[src/vpnd_pkg.sv]
// ----------------------------------------------------------------------------
// vpnd_pkg
// shared types and fixed constants of the video packet nibble deframer
// ----------------------------------------------------------------------------
package vpnd_pkg;

  // fixed header layout
  localparam int HEADER_BYTES = 12;
  localparam int HDR_KEEP     = 7;     // header bytes 4..10 kept until the check
  localparam int HDR_FIRST    = 4;     // first header byte that is kept
  localparam int HDR_LPP      = 4;     // lines per packet
  localparam int HDR_BPP      = 4;     // bits per pixel
  localparam int HDR_ENC      = 0;     // encoding

  // field widths
  localparam int BYTE_W      = 8;
  localparam int NIBBLE_W    = 4;
  localparam int LINE_W      = 16;
  localparam int LINE_IDX_W  = 15;
  localparam int NTSC_W      = 15;
  localparam int PIX_ADDR_W  = 17;
  localparam int KIND_W      = 2;

  localparam logic [NTSC_W-1:0] NTSC_LAST_RST = 15'd236;

  typedef enum logic [KIND_W-1:0] {
    KIND_PIXEL   = 2'd0,
    KIND_FRAME   = 2'd1,
    KIND_LEN_ERR = 2'd2
  } res_kind_t;

  typedef struct packed {
    res_kind_t               res_kind;
    logic                    buffer_sel;
    logic [PIX_ADDR_W-1:0]   pixel_addr;
    logic [NIBBLE_W-1:0]     pixel_lo;
    logic [NIBBLE_W-1:0]     pixel_hi;
    logic                    ntsc_frame;
    logic                    result_last;
  } vpnd_result_t;

  // results handed to the result queue in the same cycle, a before b
  typedef struct packed {
    logic wr_a;
    logic wr_b;
  } vpnd_push_t;

endpackage

[src/vpnd_in_if.sv]
// ----------------------------------------------------------------------------
// vpnd_in_if
// byte channel into the deframer
// ----------------------------------------------------------------------------
interface vpnd_in_if;
  import vpnd_pkg::*;

  logic              valid;
  logic              ready;
  logic [BYTE_W-1:0] pkt_byte;
  logic              pkt_end;

  modport source (output valid, output pkt_byte, output pkt_end, input ready);
  modport sink   (input valid, input pkt_byte, input pkt_end, output ready);
endinterface

[src/vpnd_out_if.sv]
// ----------------------------------------------------------------------------
// vpnd_out_if
// result channel out of the deframer
// ----------------------------------------------------------------------------
interface vpnd_out_if;
  import vpnd_pkg::*;

  logic                  valid;
  logic                  ready;
  logic [KIND_W-1:0]     res_kind;
  logic                  buffer_sel;
  logic [PIX_ADDR_W-1:0] pixel_addr;
  logic [NIBBLE_W-1:0]   pixel_lo;
  logic [NIBBLE_W-1:0]   pixel_hi;
  logic                  ntsc_frame;
  logic                  result_last;

  modport source (output valid, output res_kind, output buffer_sel, output pixel_addr,
                  output pixel_lo, output pixel_hi, output ntsc_frame,
                  output result_last, input ready);
  modport sink   (input valid, input res_kind, input buffer_sel, input pixel_addr,
                  input pixel_lo, input pixel_hi, input ntsc_frame,
                  input result_last, output ready);
endinterface

[src/vpnd_cfg_if.sv]
// ----------------------------------------------------------------------------
// vpnd_cfg_if
// write channel of the ntsc last line register
// ----------------------------------------------------------------------------
interface vpnd_cfg_if;
  import vpnd_pkg::*;

  logic              valid;
  logic              ready;
  logic [NTSC_W-1:0] data;

  modport source (output valid, output data, input ready);
  modport sink   (input valid, input data, output ready);
endinterface

[src/video_packet_nibble_deframer.sv]
// ----------------------------------------------------------------------------
// video_packet_nibble_deframer
// video datagram deframer: header check and 4-bit pixel pair writes
// ----------------------------------------------------------------------------
// Takes one datagram byte per clock on in_chan while the result queue has
// room and, when the 12-byte header passes its check, turns each payload byte
// whose pair fits in the frame into one pixel pair write for the current back
// buffer; the final byte may add a frame-complete event or a length error. An
// accepted byte is held in an input register and its results are registered
// in a two-entry result queue before they leave on out_chan. Sustained rate is
// one byte per cycle while out_chan keeps up; the only exception is a final
// byte that yields both a pixel write and an event, which needs the queue
// empty and so waits until the queue has drained. There is no clearing pass
// after reset. The ntsc last line register can be written at any time on
// cfg_chan but is meant to change only while no datagram is in flight.
// ----------------------------------------------------------------------------
module video_packet_nibble_deframer #(
  parameter int LINE_PIXELS   = 384,
  parameter int FRAME_LINES   = 272,
  parameter int PAYLOAD_BYTES = 768
) (
  input  logic        clk,
  input  logic        rst_n,
  vpnd_in_if.sink     in_chan,
  vpnd_out_if.source  out_chan,
  vpnd_cfg_if.sink    cfg_chan
);
  import vpnd_pkg::*;

  // ntsc last line register, always ready for a write transaction
  logic [NTSC_W-1:0] ntsc_last_r;

  // handoff from parser into the result queue
  vpnd_push_t   push;
  vpnd_result_t res_a;
  vpnd_result_t res_b;
  logic [1:0]   q_free;

  assign cfg_chan.ready = 1'b1;

  always_ff @(posedge clk) begin
    if (!rst_n) begin
      ntsc_last_r <= NTSC_LAST_RST;
    end else if (cfg_chan.valid && cfg_chan.ready) begin
      ntsc_last_r <= cfg_chan.data;
    end
  end

  // byte register, header check, address counter, buffer flip
  vpnd_parser #(
    .LINE_PIXELS   (LINE_PIXELS),
    .FRAME_LINES   (FRAME_LINES),
    .PAYLOAD_BYTES (PAYLOAD_BYTES)
  ) u_parser (
    .clk       (clk),
    .rst_n     (rst_n),
    .in_chan   (in_chan),
    .ntsc_last (ntsc_last_r),
    .q_free    (q_free),
    .push      (push),
    .res_a     (res_a),
    .res_b     (res_b)
  );

  // result register stage, holds up to two pending transactions
  vpnd_result_q u_result_q (
    .clk      (clk),
    .rst_n    (rst_n),
    .push     (push),
    .res_a    (res_a),
    .res_b    (res_b),
    .q_free   (q_free),
    .out_chan (out_chan)
  );

endmodule

[src/vpnd_parser.sv]
// ----------------------------------------------------------------------------
// vpnd_parser
// input register, header check, packet state and result generation
// ----------------------------------------------------------------------------
module vpnd_parser #(
  parameter int LINE_PIXELS   = 384,
  parameter int FRAME_LINES   = 272,
  parameter int PAYLOAD_BYTES = 768
) (
  input  logic                          clk,
  input  logic                          rst_n,
  vpnd_in_if.sink                       in_chan,
  input  logic [vpnd_pkg::NTSC_W-1:0]   ntsc_last,
  input  logic [1:0]                    q_free,
  output vpnd_pkg::vpnd_push_t          push,
  output vpnd_pkg::vpnd_result_t        res_a,
  output vpnd_pkg::vpnd_result_t        res_b
);
  import vpnd_pkg::*;

  localparam int PACKET_BYTES = HEADER_BYTES + PAYLOAD_BYTES;
  localparam int FRAME_PIXELS = LINE_PIXELS * FRAME_LINES;
  localparam int POS_W        = $clog2(PACKET_BYTES + 1);
  localparam int ADDR_W       = $clog2(FRAME_PIXELS + 2 * PAYLOAD_BYTES + 3);
  localparam int BASE_W       = LINE_IDX_W + $clog2(LINE_PIXELS + 1);

  // input register
  logic              in_vld_r;
  logic [BYTE_W-1:0] in_byte_r;
  logic              in_end_r;

  // packet state
  logic [POS_W-1:0]                 pos_r, pos_nxt;
  logic [HDR_KEEP-1:0][BYTE_W-1:0]  hdr_r, hdr_nxt;
  logic [LINE_W-1:0]                line_r, line_nxt;
  logic                             hv_r, hv_nxt;
  logic [ADDR_W-1:0]                addr_r, addr_nxt;
  logic                             back_buf_r, back_buf_nxt;

  logic              hdr_done, in_payload, hdr_ok, len_bad;
  logic              pix_emit, frame_emit, end_emit, advance;
  logic [LINE_W-1:0] line_hdr, ppl, enc, line_eff;
  logic              hv_eff;
  logic [BASE_W-1:0] base;
  logic [ADDR_W-1:0] base_sat;
  logic [1:0]        n_res;
  vpnd_result_t      pix_res, end_res;

  assign hdr_done   = (pos_r == POS_W'(HEADER_BYTES - 1));
  assign in_payload = (pos_r >= POS_W'(HEADER_BYTES)) && (pos_r < POS_W'(PACKET_BYTES));

  // header fields, encoding high byte comes in with the last header byte
  assign line_hdr = {hdr_r[1], hdr_r[0]};
  assign ppl      = {hdr_r[3], hdr_r[2]};
  assign enc      = {in_byte_r, hdr_r[6]};
  assign hdr_ok   = (ppl == LINE_W'(LINE_PIXELS)) && (hdr_r[4] == BYTE_W'(HDR_LPP)) &&
                    (hdr_r[5] == BYTE_W'(HDR_BPP)) && (enc == LINE_W'(HDR_ENC));

  assign base     = BASE_W'(line_hdr[LINE_IDX_W-1:0]) * BASE_W'(LINE_PIXELS);
  assign base_sat = (base > BASE_W'(FRAME_PIXELS)) ? ADDR_W'(FRAME_PIXELS) : ADDR_W'(base);

  assign hv_eff   = hdr_done ? hdr_ok : hv_r;
  assign line_eff = hdr_done ? line_hdr : line_r;

  assign pix_emit   = in_payload && hv_r &&
                      ((addr_r + ADDR_W'(2)) <= ADDR_W'(FRAME_PIXELS));
  assign len_bad    = (pos_r != POS_W'(PACKET_BYTES - 1));
  assign frame_emit = in_end_r && !len_bad && hv_eff && line_eff[LINE_W-1];
  assign end_emit   = in_end_r && (len_bad || frame_emit);

  assign n_res   = {1'b0, pix_emit} + {1'b0, end_emit};
  assign advance = in_vld_r && (n_res <= q_free);

  assign in_chan.ready = !in_vld_r || advance;

  always_comb begin
    pix_res             = '0;
    pix_res.res_kind    = KIND_PIXEL;
    pix_res.buffer_sel  = back_buf_r;
    pix_res.pixel_addr  = PIX_ADDR_W'(addr_r);
    pix_res.pixel_lo    = in_byte_r[NIBBLE_W-1:0];
    pix_res.pixel_hi    = in_byte_r[BYTE_W-1:NIBBLE_W];
    pix_res.result_last = !end_emit;

    end_res             = '0;
    end_res.res_kind    = len_bad ? KIND_LEN_ERR : KIND_FRAME;
    end_res.buffer_sel  = back_buf_r;
    end_res.ntsc_frame  = !len_bad && (line_eff == {1'b1, ntsc_last});
    end_res.result_last = 1'b1;
  end

  assign res_a     = pix_emit ? pix_res : end_res;
  assign res_b     = end_res;
  assign push.wr_a = advance && (pix_emit || end_emit);
  assign push.wr_b = advance && pix_emit && end_emit;

  always_comb begin
    pos_nxt      = pos_r;
    hdr_nxt      = hdr_r;
    line_nxt     = line_r;
    hv_nxt       = hv_r;
    addr_nxt     = addr_r;
    back_buf_nxt = back_buf_r;
    if (advance) begin
      for (int k = 0; k < HDR_KEEP; k++) begin
        if (pos_r == POS_W'(HDR_FIRST + k)) begin
          hdr_nxt[k] = in_byte_r;
        end
      end
      if (hdr_done) begin
        hv_nxt   = hdr_ok;
        line_nxt = line_hdr;
        addr_nxt = base_sat;
      end else if (in_payload) begin
        addr_nxt = addr_r + ADDR_W'(2);
      end
      if (in_end_r) begin
        if (frame_emit) begin
          back_buf_nxt = !back_buf_r;
        end
        pos_nxt  = '0;
        hdr_nxt  = '0;
        line_nxt = '0;
        hv_nxt   = 1'b0;
        addr_nxt = '0;
      end else if (pos_r < POS_W'(PACKET_BYTES)) begin
        pos_nxt = pos_r + POS_W'(1);
      end
    end
  end

  always_ff @(posedge clk) begin
    if (!rst_n) begin
      in_vld_r   <= 1'b0;
      pos_r      <= '0;
      hdr_r      <= '0;
      line_r     <= '0;
      hv_r       <= 1'b0;
      addr_r     <= '0;
      back_buf_r <= 1'b0;
    end else begin
      if (in_chan.ready) begin
        in_vld_r <= in_chan.valid;
      end
      pos_r      <= pos_nxt;
      hdr_r      <= hdr_nxt;
      line_r     <= line_nxt;
      hv_r       <= hv_nxt;
      addr_r     <= addr_nxt;
      back_buf_r <= back_buf_nxt;
    end
  end

  always_ff @(posedge clk) begin
    if (in_chan.valid && in_chan.ready) begin
      in_byte_r <= in_chan.pkt_byte;
      in_end_r  <= in_chan.pkt_end;
    end
  end

  // two results only come from the final byte of a datagram
  a_two_only_at_end: assert property (@(posedge clk) disable iff (!rst_n)
    push.wr_b |-> in_end_r)
    else $error("two results from a byte that does not end the datagram");

  // the back buffer flips exactly when a frame completes
  a_flip_on_frame: assert property (@(posedge clk) disable iff (!rst_n)
    (advance && frame_emit) |=> (back_buf_r != $past(back_buf_r)))
    else $error("back buffer did not toggle after frame complete");

  // the end of a datagram restarts the byte count
  a_pos_restart: assert property (@(posedge clk) disable iff (!rst_n)
    (advance && in_end_r) |=> (pos_r == '0))
    else $error("byte position not cleared at end of datagram");

endmodule

[src/vpnd_result_q.sv]
// ----------------------------------------------------------------------------
// vpnd_result_q
// two-entry result queue in front of the result channel
// ----------------------------------------------------------------------------
module vpnd_result_q (
  input  logic                   clk,
  input  logic                   rst_n,
  input  vpnd_pkg::vpnd_push_t   push,
  input  vpnd_pkg::vpnd_result_t res_a,
  input  vpnd_pkg::vpnd_result_t res_b,
  output logic [1:0]             q_free,
  vpnd_out_if.source             out_chan
);
  import vpnd_pkg::*;

  vpnd_result_t head_r, head_nxt;
  vpnd_result_t tail_r, tail_nxt;
  logic [1:0]   cnt_r, cnt_nxt;
  logic [1:0]   cnt_pop;
  logic         pop;

  assign pop     = out_chan.valid && out_chan.ready;
  assign cnt_pop = cnt_r - {1'b0, pop};
  // free space counts only what is already stored, so ready never waits on out ready
  assign q_free  = 2'd2 - cnt_r;

  always_comb begin
    head_nxt = pop ? tail_r : head_r;
    tail_nxt = tail_r;
    if (push.wr_a) begin
      if (cnt_pop == 2'd0) begin
        head_nxt = res_a;
      end else begin
        tail_nxt = res_a;
      end
    end
    if (push.wr_b) begin
      tail_nxt = res_b;
    end
    cnt_nxt = cnt_pop + {1'b0, push.wr_a} + {1'b0, push.wr_b};
  end

  always_ff @(posedge clk) begin
    if (!rst_n) begin
      cnt_r <= '0;
    end else begin
      cnt_r <= cnt_nxt;
    end
  end

  always_ff @(posedge clk) begin
    head_r <= head_nxt;
    tail_r <= tail_nxt;
  end

  assign out_chan.valid       = (cnt_r != 2'd0);
  assign out_chan.res_kind    = head_r.res_kind;
  assign out_chan.buffer_sel  = head_r.buffer_sel;
  assign out_chan.pixel_addr  = head_r.pixel_addr;
  assign out_chan.pixel_lo    = head_r.pixel_lo;
  assign out_chan.pixel_hi    = head_r.pixel_hi;
  assign out_chan.ntsc_frame  = head_r.ntsc_frame;
  assign out_chan.result_last = head_r.result_last;

  // the parser never pushes more than there is room for
  a_no_overflow: assert property (@(posedge clk) disable iff (!rst_n)
    (cnt_r == 2'd2) |-> !push.wr_a)
    else $error("result pushed into a full queue");

  a_pair_fits: assert property (@(posedge clk) disable iff (!rst_n)
    push.wr_b |-> (push.wr_a && cnt_r == 2'd0))
    else $error("result pair pushed without room");

endmodule

[src/flat_wrapper.sv]
// flat-port wrapper written by rule: the top's interface ports become plain ports
module video_packet_nibble_deframer_flat import vpnd_pkg::*;
#(
  parameter int LINE_PIXELS   = 384,
  parameter int FRAME_LINES   = 272,
  parameter int PAYLOAD_BYTES = 768
)
  (clk, rst_n, in_chan_valid, in_chan_pkt_byte, in_chan_pkt_end, in_chan_ready, out_chan_valid, out_chan_res_kind, out_chan_buffer_sel, out_chan_pixel_addr, out_chan_pixel_lo, out_chan_pixel_hi, out_chan_ntsc_frame, out_chan_result_last, out_chan_ready, cfg_chan_valid, cfg_chan_data, cfg_chan_ready);
  vpnd_in_if in_chan_i ();
  vpnd_out_if out_chan_i ();
  vpnd_cfg_if cfg_chan_i ();
  input  logic clk;
  input  logic rst_n;
  input wire logic [$bits(in_chan_i.valid)-1:0] in_chan_valid;
  input wire logic [$bits(in_chan_i.pkt_byte)-1:0] in_chan_pkt_byte;
  input wire logic [$bits(in_chan_i.pkt_end)-1:0] in_chan_pkt_end;
  output wire logic [$bits(in_chan_i.ready)-1:0] in_chan_ready;
  output wire logic [$bits(out_chan_i.valid)-1:0] out_chan_valid;
  output wire logic [$bits(out_chan_i.res_kind)-1:0] out_chan_res_kind;
  output wire logic [$bits(out_chan_i.buffer_sel)-1:0] out_chan_buffer_sel;
  output wire logic [$bits(out_chan_i.pixel_addr)-1:0] out_chan_pixel_addr;
  output wire logic [$bits(out_chan_i.pixel_lo)-1:0] out_chan_pixel_lo;
  output wire logic [$bits(out_chan_i.pixel_hi)-1:0] out_chan_pixel_hi;
  output wire logic [$bits(out_chan_i.ntsc_frame)-1:0] out_chan_ntsc_frame;
  output wire logic [$bits(out_chan_i.result_last)-1:0] out_chan_result_last;
  input wire logic [$bits(out_chan_i.ready)-1:0] out_chan_ready;
  input wire logic [$bits(cfg_chan_i.valid)-1:0] cfg_chan_valid;
  input wire logic [$bits(cfg_chan_i.data)-1:0] cfg_chan_data;
  output wire logic [$bits(cfg_chan_i.ready)-1:0] cfg_chan_ready;
  assign in_chan_i.valid = in_chan_valid;
  assign in_chan_i.pkt_byte = in_chan_pkt_byte;
  assign in_chan_i.pkt_end = in_chan_pkt_end;
  assign in_chan_ready = in_chan_i.ready;
  assign out_chan_valid = out_chan_i.valid;
  assign out_chan_res_kind = out_chan_i.res_kind;
  assign out_chan_buffer_sel = out_chan_i.buffer_sel;
  assign out_chan_pixel_addr = out_chan_i.pixel_addr;
  assign out_chan_pixel_lo = out_chan_i.pixel_lo;
  assign out_chan_pixel_hi = out_chan_i.pixel_hi;
  assign out_chan_ntsc_frame = out_chan_i.ntsc_frame;
  assign out_chan_result_last = out_chan_i.result_last;
  assign out_chan_i.ready = out_chan_ready;
  assign cfg_chan_i.valid = cfg_chan_valid;
  assign cfg_chan_i.data = cfg_chan_data;
  assign cfg_chan_ready = cfg_chan_i.ready;
  video_packet_nibble_deframer #(.LINE_PIXELS(LINE_PIXELS), .FRAME_LINES(FRAME_LINES), .PAYLOAD_BYTES(PAYLOAD_BYTES)) u_core (.clk(clk), .rst_n(rst_n), .in_chan(in_chan_i), .out_chan(out_chan_i), .cfg_chan(cfg_chan_i));
endmodule
[config.mk]
export PLATFORM = sky130hd
export DESIGN_NAME = video_packet_nibble_deframer_flat
export DESIGN_NICKNAME = d
export VERILOG_FILES = /design/src/vpnd_pkg.sv /design/src/vpnd_in_if.sv /design/src/vpnd_out_if.sv /design/src/vpnd_cfg_if.sv /design/src/video_packet_nibble_deframer.sv /design/src/vpnd_parser.sv /design/src/vpnd_result_q.sv /design/src/flat_wrapper.sv
export SDC_FILE = /design/constraint.sdc
export NUM_CORES = 1
export LEC_CHECK = 0
export BUFFER_PORTS_ARGS = -buffer_cell sky130_fd_sc_hd__buf_2
export CELL_PAD_IN_SITES_DETAIL_PLACEMENT = 1
export CELL_PAD_IN_SITES_GLOBAL_PLACEMENT = 2
export CORE_MARGIN = 5
export CORE_UTILIZATION = 44
export CTS_BUF_LIST = sky130_fd_sc_hd__clkbuf_4 sky130_fd_sc_hd__clkbuf_8
export DETAILED_ROUTE_END_ITERATION = 10
export PLACE_DENSITY = 0.95
export SLEW_MARGIN = 20
export SYNTH_ARGS = -nofsm -noshare
export SYNTH_HDL_FRONTEND = slang
export SYNTH_HIERARCHICAL = 1
export SYNTH_SLANG_ARGS = --single-unit
[constraint.sdc]
create_clock -name clk -period 16 [get_ports clk]
set_input_delay 1.6 -clock clk [delete_from_list [all_inputs] [get_ports clk]]
set_output_delay 1.6 -clock clk [all_outputs]
set_load 0.03 [all_outputs]
==> flow_summary.yaml <==
status:
  outcome: "finished, final reports clean"
global_route:
  met2_usage_pct: 32.8
  use_met1_pct: 24.7
  grt_pass1_wl_um: 40700
  grt_busiest_layer: "met2"
  grt_max_degree: 114
  grt_use_met3_pct: 3.01
  antenna_found_initial: 0
  track_usage_pct: 18.8
  grt_pass1_vias: 7962
  grt_overflow: 0
yosys:
  synth_area_mm2: 0.0103
  synth-seq-cells: 187
  synth_edf_count: 39
  yosys.cell_types.count: 80
  syn_inst: 1067
  synthArstFlopShare_pct: 0
  synth_warnings: 6
  avgSynthCellArea_um2: 9.62
  synth-main-ff-cell: "dfxtp_1"
  synth_seq_area_share_pct: 40.3
placed_design:
  placed_cells: 1390
  gp_congestion: 0.781
  pre_cts_ws_ns: 10.15
  detailed_place_hpwl_um: 17600
  io_buffers: 60
layout:
  area_growth_pct: 7.40
  antenna_cells: 0
  drive_above_1_share_pct: 18.6
  layout.cells.non_filler: 1422
  n_fill_cell: 2653
  fin_util_pct: 47.6
  layout.nets: 1148
route:
  wl_per_cell_um: 17.4
  drtPass1Iterations: 4
  finalWirelength_um: 24700
  drt_iter0_markers: 417
  vias_per_cell: 5.38
  route.vias.total: 7648
  postRouteAntennaNets: 0
  drc: 0
die:
  dieArea_mm2: 0.0265
  die_x_um: 163
  pin_count: 62
  die_h_um: 163
  core_region_area_mm2: 0.0232
  start_util_pct: 44.3
  num_rows: 56
clock_network:
  cts_sinks: 187
  post_cts_buffers: 0
  cts_buffer_depth: 2
  cts_resized: 0
  cts_root_buf: "clkbuf_8"
  clkTransAtPathRegs_ns: 0.10
  cts_tree: "done"
  cts_buffers: 17
  ctsHoldBuffers: 0
  h-tree-depth: 4
  insertion_delay_ns: 0.47
timing:
  worst_pin_slew_ns: 0.994
  fin_crit_sh_pct: 38.6
  grt_setup_unrepaired: "no"
  post-route-min-period_ns: 6.18
  clock.fmax_mhz: 162
  setup_violations: 0
  fin_skew_ns: 0.0172
  finalMaxSlewViolations: 0
  timing.final.ws_setup_ns: 9.82
  slew_headroom_pct: 33.8
  tns_ns: 0
  hold_viol: 0
critical_path:
  required_ns: 14.40
  cp-end-kind: "primary output"
  worstSetupPathType: "reg2out"
  arrival_ns: 4.58
  timing.critical_path.from_type: "flip-flop"
  crit_fanout: 31
flow_run:
  drv_cap: 0
power:
  p_leak_nw: 4.28
  ir_drop_uv: 66.8
  power_density_mw_per_mm2: 113
hold_path:
  hp-class: "reg2reg"
## kinds of logic (layout without fill, tap and decap cells)
family	after synthesis	count (layout)	share of synthesized area, %
other cells	3	28	0.110
buf+inv	118	129	6.12
flops	187	187	40.3
simple gates	390	390	20.6
xor+xnor	42	42	3.77
mux	108	108	12.7
compound gates	190	190	12.8
fa+ha+maj	29	29	3.68
## cell type report
type,count,area [um^2],area share [%]
clock buffer,17,234,2.12
clock inverter,15,181,1.65
inverter,30,113,1.02
multi-input combinational,787,5610,50.9
sequential,187,4130,37.5
tap,319,399,3.62
timing repair buffer,67,353,3.20
## registers in the layout (all words and copies together) (netlist names)
| register | cells |
|---|---|
| u_core/ntsc_last_r | 15 |
| u_core/u_parser/hv_r | 1 |
| u_core/u_result_q/cnt_r | 2 |
| u_core/u_result_q/out_chan.result_last | 1 |
| u_core/u_parser/in_end_r | 1 |
| u_core/u_parser/pos_r | 10 |
| u_core/u_parser/in_byte_r | 8 |
| u_core/u_result_q/tail_r | 30 |
| u_core/u_result_q/out_chan.pixel_lo | 4 |
| u_core/u_parser/line_r | 16 |
| u_core/u_result_q/out_chan.res_kind | 2 |
| u_core/u_result_q/out_chan.buffer_sel | 1 |
| u_core/u_parser/addr_r | 16 |
| u_core/u_result_q/out_chan.pixel_hi | 4 |
| u_core/u_result_q/out_chan.pixel_addr | 17 |
| u_core/u_parser/enc | 8 |
| u_core/u_result_q/out_chan.ntsc_frame | 1 |
| u_core/u_parser/back_buf_r | 1 |
| u_core/u_parser/in_vld_r | 1 |
| u_core/u_parser/hdr_r | 48 |
## placed cells by master (no fill, tap or decap), types with 5 or more instances in the layout
cell type	n
a21boi_0	6
a21o_1	14
a21oi_1	15
a22oi_1	18
a31oi_1	57
a32o_1	6
and2_1	37
and3_1	8
buf_2	60
buf_4	7
clkbuf_8	17
conb_1	28
dfxtp_1	148
edfxtp_1	39
ha_1	27
inv_1	30
mux2_2	60
mux2_4	30
mux2i_1	18
nand2_1	60
nand2b_1	9
nand3_1	21
nand4_1	9
nor2_1	91
nor2b_1	91
nor3_1	13
nor4_1	15
nor4b_1	5
o21ai_0	29
or3_1	8
xnor2_1	29
xor2_1	12
## worst max-delay path: stages (launching register included)
cell	delay, ns
dfxtp_1	0.46
ha_1	0.29
nand3_1	0.25
nor4_1	0.65
nor2b_1	0.29
o21ai_0	0.12
a32oi_1	0.18
nor3_1	0.08
a31o_2	0.38
ha_1	0.27
ha_1	0.28
nor2b_1	0.13
o21ai_0	0.25
inv_1	0.11
nand2_1	0.13
buf_2	0.22
## synthesized netlist by cell type (6+ instances only)
master / instances / area share [%]
nor2b_1: 91 / 5.5
a22oi_1: 18 / 1.3
and2_1: 37 / 2.3
a21boi_0: 6 / 0.44
nand3_1: 21 / 1.0
inv_1: 30 / 1.1
nand2_1: 61 / 2.2
nor2_1: 91 / 3.3
or3_1: 8 / 0.49
clkbuf_1: 39 / 1.4
nand4_1: 9 / 0.55
mux2_4: 30 / 4.4
mux2_2: 60 / 6.6
a21o_1: 14 / 1.0
xnor2_1: 29 / 2.5
mux2i_1: 18 / 1.8
o21ai_0: 29 / 1.4
a32o_1: 6 / 0.58
nor3_1: 13 / 0.63
dfxtp_1: 148 / 29
ha_1: 27 / 3.3
and3_1: 8 / 0.49
buf_4: 33 / 2.4
nand2b_1: 9 / 0.55
edfxtp_1: 39 / 11
a21oi_1: 15 / 0.73
a31oi_1: 57 / 3.5
nor4_1: 15 / 0.91
buf_2: 6 / 0.29
xor2_1: 12 / 1.0
## metrics by stage
stage / instance area, um^2 / hold WS [ns] / total power, mW
detailed placement: 10600 / 0.514 / 0.929
global placement: 10600 / 0.501 / 0.912
finish: 11000 / 0.539 / 1.25
global route: 11000 / 0.562 / 1.31
floorplan: 10400 / 0.462 / 0.853
CTS: 11000 / 0.536 / 1.26
## power breakdown
group	total (mW)	internal [mW]	switching (mW)
Sequential	0.559	0.532	0.0269
Combinational	0.356	0.162	0.195
Clock	0.332	0.145	0.187
## routing by layer
metal / vias to the layer above / share of wire [%]
met5: - / 0
met2: 111 / 49
met1: 3747 / 48
met4: 0 / 0.71
li1: 3778 / -
met3: 12 / 2.6
## worst paths after layout
| kind | to | startpoint | slack, ns | cells after the start |
|---|---|---|---|---|
| worst max-delay path | in_chan_ready | u_core/u_parser/addr_r[1] | 9.82 | 15 |
| worst min-delay path | u_core/u_parser/hdr_r[39] | u_core/u_parser/hdr_r[39] | 0.54 | 2 |
| worst max register to register | u_core/u_result_q/cnt_r[1] | u_core/u_parser/addr_r[1] | 10.06 | 20 |
| worst min register to register | u_core/u_parser/hdr_r[39] | u_core/u_parser/hdr_r[39] | 0.54 | 2 |
No activity file was read; power rests on OpenSTA's default activity.
